$ cat config.mk
export PLATFORM = sky130hd
export DESIGN_NAME = page_cache_slot_lru_core
export DESIGN_NICKNAME = d
export VERILOG_FILES = /design/src/rtl/pcsl_pkg.sv /design/src/rtl/pcsl_slot_cell.sv /design/src/rtl/page_cache_slot_lru_core.sv
export VERILOG_INCLUDE_DIRS = /design/src /design/src/rtl
export SDC_FILE = /design/constraint.sdc
export NUM_CORES = 2
export LEC_CHECK = 0
export ABC_AREA = 0
export CAP_MARGIN = 0
export CORE_MARGIN = 5
export CORE_UTILIZATION = 40
export DETAILED_ROUTE_END_ITERATION = 16
export DONT_BUFFER_PORTS = 1
export PLACE_DENSITY = 0.61
export SETUP_SLACK_MARGIN = 0.2
export SLEW_MARGIN = 15
export SYNTH_ARGS = -nofsm -noshare
export SYNTH_HDL_FRONTEND = slang
export SYNTH_SLANG_ARGS = --single-unit
$ cat constraint.sdc
create_clock -name clk -period 8.4 [get_ports clk]
set_clock_uncertainty 0.2 [all_clocks]
set_input_delay 0 -clock clk [delete_from_list [all_inputs] [get_ports clk]]
set_output_delay 0 -clock clk [all_outputs]
set_load 0.01 [all_outputs]
$ cat src/rtl/page_cache_slot_lru_core_defines.svh
// ----------------------------------------------------------------------------
// page cache slot lru: assertion macros
// shared concurrent-check helpers for the page cache core
// ----------------------------------------------------------------------------
`ifndef PAGE_CACHE_SLOT_LRU_CORE_DEFINES_SVH
`define PAGE_CACHE_SLOT_LRU_CORE_DEFINES_SVH

// same-cycle implication, held off during reset
`define PCSL_ASSERT_NOW(label, clk, rst, ante, cons, msg) \
  label: assert property (@(posedge clk) disable iff (rst) (ante) |-> (cons)) else $error(msg);

// next-cycle implication, held off during reset
`define PCSL_ASSERT_NEXT(label, clk, rst, ante, cons, msg) \
  label: assert property (@(posedge clk) disable iff (rst) (ante) |=> (cons)) else $error(msg);

`endif

$ cat src/rtl/pcsl_pkg.sv
// ----------------------------------------------------------------------------
// pcsl_pkg
// types and constants shared by the page cache slot lru core and its cells
// ----------------------------------------------------------------------------
package pcsl_pkg;

  localparam int IDX_W      = 6;   // covers the largest slot count
  localparam int STAMP_W    = 32;
  localparam int CNT_W      = 32;
  localparam int CFG_W      = 5;
  localparam int SLOT_OUT_W = 4;

  // search token handed from cell to cell
  typedef struct packed {
    logic               vld;
    logic               hit;
    logic [IDX_W-1:0]   hit_idx;
    logic               free;
    logic [IDX_W-1:0]   free_idx;
    logic [STAMP_W-1:0] min_stamp;
    logic [IDX_W-1:0]   min_idx;
  } lru_carry_t;

  // slot update broadcast to all cells
  typedef struct packed {
    logic               en;
    logic [IDX_W-1:0]   idx;
    logic [STAMP_W-1:0] stamp;
  } slot_wr_t;

  typedef enum logic {
    CTL_IDLE,
    CTL_SEARCH
  } ctl_state_t;

endpackage

$ cat src/rtl/pcsl_slot_cell.sv
// ----------------------------------------------------------------------------
// pcsl_slot_cell
// one cache slot: holds tag, valid and stamp, folds itself into the search
// token and passes the token on to the next cell
// ----------------------------------------------------------------------------
module pcsl_slot_cell
  import pcsl_pkg::*;
#(
  parameter int PAGE_BITS = 40,
  parameter int IDX       = 0
) (
  input  logic                 clk,
  input  logic                 rst,
  input  logic                 active,
  input  logic [PAGE_BITS-1:0] page,
  input  slot_wr_t             wr,
  input  lru_carry_t           carry_in,
  output lru_carry_t           carry_out
);

  localparam logic [IDX_W-1:0] MY_IDX = IDX_W'(IDX);

  logic [PAGE_BITS-1:0] tag;
  logic                 valid;
  logic [STAMP_W-1:0]   stamp;
  lru_carry_t           carry_next;

  always_comb begin
    carry_next = carry_in;
    if (active) begin
      if (!carry_in.hit && valid && (tag == page)) begin
        carry_next.hit     = 1'b1;
        carry_next.hit_idx = MY_IDX;
      end
      if (!carry_in.free && !valid) begin
        carry_next.free     = 1'b1;
        carry_next.free_idx = MY_IDX;
      end
      // strict less keeps the lowest index on ties
      if (stamp < carry_in.min_stamp) begin
        carry_next.min_stamp = stamp;
        carry_next.min_idx   = MY_IDX;
      end
    end
  end

  always_ff @(posedge clk) begin
    if (rst) begin
      valid     <= 1'b0;
      stamp     <= '0;
      carry_out <= '0;
    end else begin
      carry_out <= carry_next;
      if (wr.en && (wr.idx == MY_IDX)) begin
        valid <= 1'b1;
        stamp <= wr.stamp;
      end
    end
  end

  always_ff @(posedge clk) begin
    if (wr.en && (wr.idx == MY_IDX)) begin
      tag <= page;
    end
  end

endmodule

$ cat src/rtl/page_cache_slot_lru_core.sv
// ----------------------------------------------------------------------------
// page_cache_slot_lru_core
// fully associative page-slot cache with timestamp lru replacement
// ----------------------------------------------------------------------------
// the accepted request is registered into launch, then the search token walks
//   the slot cell chain one cell per cycle and done is registered from its tail
// a new request is taken only after the token leaves the chain; busy holds until then
// the receiver cannot stall; each result beat is shown for one cycle on done
// reset: all slots invalid, stamps, time and hit/miss counts zero,
//   active_slots back to 16 (clipped to NUM_SLOTS)
`include "page_cache_slot_lru_core_defines.svh"

module page_cache_slot_lru_core
  import pcsl_pkg::*;
#(
  parameter int NUM_SLOTS = 16,
  parameter int PAGE_BITS = 40
) (
  input  logic                  clk,
  input  logic                  rst,
  input  logic                  cfg_wr_en,
  input  logic [CFG_W-1:0]      cfg_wr_data,
  input  logic                  start,
  output logic                  busy,
  input  logic [PAGE_BITS-1:0]  page_number,
  output logic                  done,
  output logic                  hit,
  output logic [SLOT_OUT_W-1:0] slot_index,
  output logic                  displaced_valid,
  output logic [CNT_W-1:0]      hit_total,
  output logic [CNT_W-1:0]      miss_total
);

  localparam logic [CFG_W-1:0] ACTIVE_RST = CFG_W'(16);

  ctl_state_t           state;
  ctl_state_t           state_next;
  logic [CFG_W-1:0]     active_slots;
  logic [IDX_W:0]       n_eff;
  logic [PAGE_BITS-1:0] page;
  logic                 launch;
  logic [STAMP_W-1:0]   time_counter;
  logic [CNT_W-1:0]     hit_count;
  logic [CNT_W-1:0]     miss_count;
  logic [CNT_W-1:0]     hit_count_next;
  logic [CNT_W-1:0]     miss_count_next;
  lru_carry_t           chain [0:NUM_SLOTS];
  lru_carry_t           tail;
  slot_wr_t             wr;
  logic [IDX_W-1:0]     sel_idx;
  logic                 displaced;
  logic                 accept;

  assign accept = start && (state == CTL_IDLE);

  // zero means one slot, anything above the built count is clipped
  always_comb begin
    if (active_slots == '0) begin
      n_eff = (IDX_W+1)'(1);
    end else if ((IDX_W+1)'(active_slots) > (IDX_W+1)'(NUM_SLOTS)) begin
      n_eff = (IDX_W+1)'(NUM_SLOTS);
    end else begin
      n_eff = (IDX_W+1)'(active_slots);
    end
  end

  always_comb begin
    chain[0]           = '0;
    chain[0].vld       = launch;
    chain[0].min_stamp = '1;
  end

  genvar gi;
  generate
    for (gi = 0; gi < NUM_SLOTS; gi++) begin : g_cell
      pcsl_slot_cell #(
        .PAGE_BITS (PAGE_BITS),
        .IDX       (gi)
      ) u_cell (
        .clk       (clk),
        .rst       (rst),
        .active    ((IDX_W+1)'(gi) < n_eff),
        .page      (page),
        .wr        (wr),
        .carry_in  (chain[gi]),
        .carry_out (chain[gi+1])
      );
    end
  endgenerate

  assign tail = chain[NUM_SLOTS];

  always_comb begin
    if (tail.hit) begin
      sel_idx = tail.hit_idx;
    end else if (tail.free) begin
      sel_idx = tail.free_idx;
    end else begin
      sel_idx = tail.min_idx;
    end
    displaced = !tail.hit && !tail.free;
    wr.en     = tail.vld;
    wr.idx    = sel_idx;
    wr.stamp  = time_counter;
  end

  always_comb begin
    hit_count_next  = hit_count;
    miss_count_next = miss_count;
    if (tail.hit) begin
      if (hit_count != '1) begin
        hit_count_next = hit_count + CNT_W'(1);
      end
    end else begin
      if (miss_count != '1) begin
        miss_count_next = miss_count + CNT_W'(1);
      end
    end
  end

  // controller
  always_comb begin
    state_next = state;
    case (state)
      CTL_IDLE: begin
        if (start) begin
          state_next = CTL_SEARCH;
        end
      end
      CTL_SEARCH: begin
        if (tail.vld) begin
          state_next = CTL_IDLE;
        end
      end
      default: state_next = CTL_IDLE;
    endcase
  end

  always_comb begin
    case (state)
      CTL_IDLE:   busy = 1'b0;
      CTL_SEARCH: busy = 1'b1;
      default:    busy = 1'b1;
    endcase
  end

  always_ff @(posedge clk) begin
    if (rst) begin
      state        <= CTL_IDLE;
      launch       <= 1'b0;
      active_slots <= ACTIVE_RST;
      time_counter <= '0;
      hit_count    <= '0;
      miss_count   <= '0;
      done         <= 1'b0;
    end else begin
      state  <= state_next;
      launch <= accept;
      done   <= tail.vld;
      if (cfg_wr_en) begin
        active_slots <= cfg_wr_data;
      end
      if (tail.vld) begin
        time_counter <= time_counter + STAMP_W'(1);
        hit_count    <= hit_count_next;
        miss_count   <= miss_count_next;
      end
    end
  end

  always_ff @(posedge clk) begin
    if (accept) begin
      page <= page_number;
    end
    if (tail.vld) begin
      hit             <= tail.hit;
      slot_index      <= sel_idx[SLOT_OUT_W-1:0];
      displaced_valid <= displaced;
      hit_total       <= hit_count_next;
      miss_total      <= miss_count_next;
    end
  end

  `PCSL_ASSERT_NOW(a_done_idle, clk, rst, done, !busy, "result beat while busy")
  `PCSL_ASSERT_NEXT(a_accept_busy, clk, rst, accept, busy, "accepted request did not go busy")
  `PCSL_ASSERT_NOW(a_hit_no_evict, clk, rst, done && hit, !displaced_valid, "hit marked as displacing")
  `PCSL_ASSERT_NOW(a_tail_in_search, clk, rst, tail.vld, busy, "search token outside a request")

endmodule

Word level (Yosys, flattened, before mapping)

Index checks and enable logic that the tools add are counted.

Register bits after elaboration: 2,198
Input bits: 49
Output and inout port bits: 72
Logic and storage cells: 433

Add/sub/neg operators: 3
Order comparisons: 33
Eq/ne operators: 33
Mux-type cells: 76
Bitwise gates (word level): 2
Reductions and logical operators: 114

Operator list:

| cell                                               | number |
|---|---|
| 2-to-1 mux 52 bit                                  | 15 |
| 2-to-1 mux 38 bit                                  | 17 |
| == test 40 bit                                     | 16 |
| < comparator 32 bit                                | 15 |
| 2-to-1 mux 7 bit                                   | 32 |
| 2-to-1 mux 32 bit                                  | 4 |
| adder 32 x 1 -> 32 bit (second input constant)     | 3 |
| logical AND 1 bit                                  | 64 |
| inequality test 32 bit (second input constant)     | 2 |
| < comparator 4 x 7 -> 1 bit (first input constant) | 8 |
| == test 6 x 4 -> 1 bit (second input constant)     | 8 |
| logical NOT 1 bit                                  | 47 |
| < comparator 32 bit (second input constant)        | 1 |
| < comparator 3 x 7 -> 1 bit (first input constant) | 4 |
| == test 6 x 3 -> 1 bit (second input constant)     | 4 |
| < comparator 1 x 7 -> 1 bit (first input constant) | 2 |
| < comparator 2 x 7 -> 1 bit (first input constant) | 2 |
| == test 6 x 2 -> 1 bit (second input constant)     | 2 |
| 2-to-1 mux 6 bit                                   | 2 |
| 2-to-1 mux 5 bit                                   | 2 |
| == test 6 x 1 -> 1 bit (second input constant)     | 1 |
| logical NOT 6 bit                                  | 1 |
| > comparator 5 bit (second input constant)         | 1 |
| logical NOT 5 bit                                  | 1 |
| other kinds (4)                                    | 7 |

Logic depth before layout (Yosys ltp)

Depth after elaboration: 6
Gate-level depth with buffers: 10
Mapped depth without buffers: 8

Hierarchy

A second synthesis with hierarchy kept.

Cells, all modules: 9,607
Area total of the unflattened synthesis: 99,837.0 um^2

By module, submodules not included:

| module                                  | times used | cells an instance | area each (um^2) | sequential area each (um^2) |
|---|---|---|---|---|
| pcsl_slot_cell at g_cell[11].u_cell ... | 4          | 546               | 5,664.2          | 2,922.8 |
| pcsl_slot_cell at g_cell[10].u_cell ... | 3          | 545               | 5,664.2          | 2,922.8 |
| pcsl_slot_cell at g_cell[1].u_cell ...  | 2          | 540               | 5,610.4          | 2,922.8 |
| pcsl_slot_cell at g_cell[4].u_cell ...  | 2          | 540               | 5,609.1          | 2,922.8 |
| page_cache_slot_lru_core                | 1          | 911               | 9,576.7          | 5,385.2 |
| pcsl_slot_cell at g_cell[12].u_cell     | 1          | 545               | 5,661.7          | 2,922.8 |
| pcsl_slot_cell at g_cell[3].u_cell      | 1          | 544               | 5,661.7          | 2,922.8 |
| pcsl_slot_cell at g_cell[15].u_cell     | 1          | 549               | 5,659.2          | 2,922.8 |
| pcsl_slot_cell at g_cell[9].u_cell      | 1          | 542               | 5,605.4          | 2,922.8 |
| pcsl_slot_cell at g_cell[0].u_cell      | 1          | 537               | 5,584.1          | 2,922.8 |

Worst setup path after synthesis

OpenSTA, ideal clock, no wires.

Kind: register to register
From: register g_cell[15].u_cell.carry_out[52] (netlist name)
To: register g_cell[12].u_cell.tag[0] (enable)
Setup time: 420 ps
Arrival: 4,548 ps
Data required time: 7,780 ps
Slack: 3,232 ps
Cell stages (with the launch flop): 8
Cells stage by stage: dfxtp_1 > clkbuf_1 > inv_1 > or3_1 > or2_2 > clkbuf_1 > clkinv_1 > clkbuf_1

Word-level cells in the longest chain between the ends: 1

RTL lines:

| item                     | RTL line             | text |
|---|---|---|
| start: declaration       | pcsl_slot_cell.sv:18 | `output lru_carry_t carry_out` |
| start signal: assignment | pcsl_slot_cell.sv:53 | `carry_out <= carry_next;` |
| logical AND 1 bit        | pcsl_slot_cell.sv:62 | `if (wr.en && (wr.idx == MY_IDX)) begin` |
| end signal: assignment   | pcsl_slot_cell.sv:63 | `tag <= page;` |
| end: declaration         | pcsl_slot_cell.sv:23 | `logic [PAGE_BITS-1:0] tag;` |

Every way passes these cells.
A chain may end at the register's enable or synchronous reset.

Worst setup path in the final report

From: register page[38]
To: register g_cell[8].u_cell.carry_out[47] (netlist name)

Word-level cells in the longest chain between the ends: 4

RTL lines:

| item                     | RTL line                        | text |
|---|---|---|
| start: declaration       | page_cache_slot_lru_core.sv:40  | `logic [PAGE_BITS-1:0] page;` |
| start signal: assignment | page_cache_slot_lru_core.sv:173 | `page <= page_number;` |
| == test 40 bit           | pcsl_slot_cell.sv:31            | `if (!carry_in.hit && valid && (tag == page)) begin` |
| logical AND 1 bit        | pcsl_slot_cell.sv:31            |  |
| 2-to-1 mux 7 bit         | pcsl_slot_cell.sv:31            |  |
| 2-to-1 mux 52 bit        | pcsl_slot_cell.sv:30            | `if (active) begin` |
| end signal: assignment   | pcsl_slot_cell.sv:53            |  |
| end: declaration         | pcsl_slot_cell.sv:18            |  |

Every way passes these cells.

==> flow_metrics.env <==
export IMPL_synthTopCellsByArea="dfxtp_1 (29%), edfxtp_1 (25%), nand2_1 (8.7%), ha_1 (6.5%), mux2i_1 (5.1%)"
export IMPL_cp_startpoint="page[38]"
export IMPL_yosys_area_top_type="dfxtp_1"
export IMPL_synthTopCellsByCount="nand2_1 (2086), dfxtp_1 (1307), edfxtp_1 (750)"
export IMPL_drt_iter0_drc=5742
export IMPL_rsz0062_at_grt="no"
export IMPL_vias=68100
export IMPL_nNetsFinal=10600
export IMPL_slew_headroom=0.205
export IMPL_ctsResizeCount=0
export IMPL_syn_instance_count=9083
export IMPL_pin_count=121
export IMPL_slowest_delay_ps=700
export IMPL_drv_cap=0
export IMPL_yosysMostFrequentCell="nand2_1"
export IMPL_rows=174
export IMPL_crit_buf_inv=4
export IMPL_max_slew_worst_pin_slew_ps=1190
export IMPL_holdCritPathClass="primary input to flip-flop"
export IMPL_cts_sinks=2057
export IMPL_regArea_um2=48700
export IMPL_io_buffer_count=0
export IMPL_clock_latency_ps=830
export IMPL_gp_congestion=0.854
export IMPL_finalCritPeriodShare=0.576
export IMPL_wl_met1_um=111000
export IMPL_setup_tns_ps=0
export IMPL_grt_overflow_total=0
export IMPL_wirelength_um=260000
export IMPL_initial_core_util=0.401
export IMPL_area_growth_pct=24.6
export IMPL_via_per_inst=5.13
export IMPL_arrival_ps=5340
export IMPL_synth_edf_count=750
export IMPL_drtAntennaViolNets=0
export IMPL_setup_violations_final=0
export IMPL_reg2reg_from="page[38]"
export IMPL_ys_seq_elements=2057
export IMPL_worstHoldStart="page_number[3]"
export IMPL_dieArea_um2=234000
export IMPL_die_w_um=484
export IMPL_crit_chain="buf_4 > xor2_1 > nor4_1 > nand4_1 > nor4_1 > nor2_1 > dlygate4sd3_1 > dlygate4sd3_1 > and2_1 > dlygate4sd3_1"
export IMPL_highest_layer="met4"
export IMPL_placed_area_um2=92700
export IMPL_power_leakage_uw=0.0415
export IMPL_numCtsBuffers=204
export IMPL_hpwl_um=152000
export IMPL_worstSetupPathType="flip-flop to flip-flop"
export IMPL_cp_max_fo=24
export IMPL_die_y_um=484
export IMPL_required_ps=8900
export IMPL_drv_slew=0
export IMPL_ys_flop_type="dfxtp_1"
export IMPL_crit_top_cell="dlygate4sd3_1"
export IMPL_hold_violations=0
export IMPL_clock_path_buffers=3
export IMPL_synthDistinctLibCells=78
export IMPL_htreeDepth=4
export IMPL_yosysWarnings=0
export IMPL_syn_avg_cell_area_um2=9.89
export IMPL_grt_use_total=0.216
export IMPL_core_area_um2=224000
export IMPL_synth_top_area_frac=0.291
export IMPL_drive_gt1_frac=0.0535
export IMPL_power_density_nw_per_um2=181
export IMPL_cts_tree="yes"
export IMPL_cts_root_buf="clkbuf_16"
export IMPL_first_global_vias=67900
export IMPL_grt_max_degree=450
export IMPL_drc=0
export IMPL_wl_per_cell_um=19.6
export IMPL_wl_met2_um=126000
export IMPL_ir_drop_mv=0.206
export IMPL_syn_area_um2=89900
export IMPL_wl_met3_um=13800
export IMPL_nFillCells=20000
export IMPL_cp_top_family="buffers and inverters"
export IMPL_status="finished clean"
export IMPL_clkTransAtPathRegs_ps=60
export IMPL_syn_num_nets=9600
export IMPL_crit_path_top_delay_cell="edfxtp_1"
export IMPL_timing_final_crit_period_ps=4840
export IMPL_synthArstFlopShare=0
export IMPL_grt_antenna_before_repair=14
export IMPL_endpoint_kind="flip-flop"
export IMPL_final_area_um2=112000
export IMPL_multi_input_area_um2=37100
export IMPL_critPathLaunchType="flip-flop"
export IMPL_firstDrtPassIters=6
export IMPL_timing_fmax_mhz=207
export IMPL_yosysSeqAreaShare=0.542
export IMPL_grt_pass1_wl_um=398000
[through the flow]
step                      hold slack (ps)   util  power [uW]  worst slack, ps  instances
final                                 127  0.499       20200             3560      13300
after global routing                 96.4  0.499       20900             3370      13300
after global placement               -101  0.413       11100             4630      11700
after detailed placement             -101  0.413       11100             4600      11700
after floorplan                      -101      -       11000             3230       9083
after CTS                            50.6  0.499       20400             3550      13300
[path summary, 6_finish.rpt]
check                           slack (ps)                              to  cells past startpoint
worst min register to register         220  g_cell[8].u_cell.carry_out[39]                      1
worst max-delay path                  3560  g_cell[8].u_cell.carry_out[47]                     10
worst min-delay path                   130                         page[3]                      2
worst max register to register        3560  g_cell[8].u_cell.carry_out[47]                     10
[layer usage]
layer  up-vias  track usage
li1      32600            -
met1     33200        0.277
met2      1864        0.371
met3       506       0.0303
met4         0       0.0783
met5         -            0
[flip-flops by register name, indices dropped and copies added (netlist names)]
name and flops:
g_cell.u_cell.carry_out 675, g_cell.u_cell.tag 640, g_cell.u_cell.stamp 512, page 40, hit_count 32, hit_total 32
miss_count 32, miss_total 32, time_counter 32, g_cell.u_cell.valid 16, active_slots 5, slot_index 4
displaced_valid 1, done 1, hit 1, launch 1, state 1
[area by class of cell]
| class | count | share of cell area |
|---|---|---|
| Inverter | 565 | 0.0190 |
| Clock buffer | 311 | 0.0544 |
| Timing Repair Buffer | 1367 | 0.121 |
| Clock inverter | 74 | 0.00592 |
| Antenna cell | 4 | 0.0000894 |
| Sequential cell | 2057 | 0.435 |
| Multi-Input combinational cell | 5919 | 0.332 |
| Tap cell | 2992 | 0.0334 |
[kinds of logic after synthesis]
kind of cell | after synthesis | share of synthesized area
compound gates | 1060 | 0.0677
xor+xnor | 746 | 0.0727
fa+ha+maj | 468 | 0.0652
buf+inv | 1107 | 0.0472
flops | 2057 | 0.542
mux | 464 | 0.0517
simple gates | 3181 | 0.154
[worst reg2reg max path: stages, from the launching register on]
cell and delay [ps]:
edfxtp_1 700, buf_4 510, xor2_1 190, nor4_1 350, nand4_1 250, nor4_1 560, nor2_1 70, dlygate4sd3_1 560
dlygate4sd3_1 580, and2_1 180, dlygate4sd3_1 560
[repair_timing]
item                       CTS  global route
hold endpoints to repair   938             0
setup buffers                0             0
hold buffers              1243             0
[cells in the final DEF (no fill, tap or decap), drive strengths merged, types with 334 or more instances in the layout]
| cell | n |
|---|---|
| dlygate4sd3 | 1240 |
| xor2 | 362 |
| inv | 570 |
| ha | 468 |
| dfxtp | 1307 |
| xnor2 | 384 |
| mux2i | 459 |
| a21oi | 736 |
| nand2 | 2086 |
| edfxtp | 750 |
| nor2 | 334 |
[power breakdown]
part | leakage, uW | switching [uW] | internal (uW)
registers | 0.0173 | 36.2 | 10400
logic | 0.0208 | 448 | 222
clock network | 0.00333 | 3970 | 5220
No activity file was read; power rests on OpenSTA's default activity.
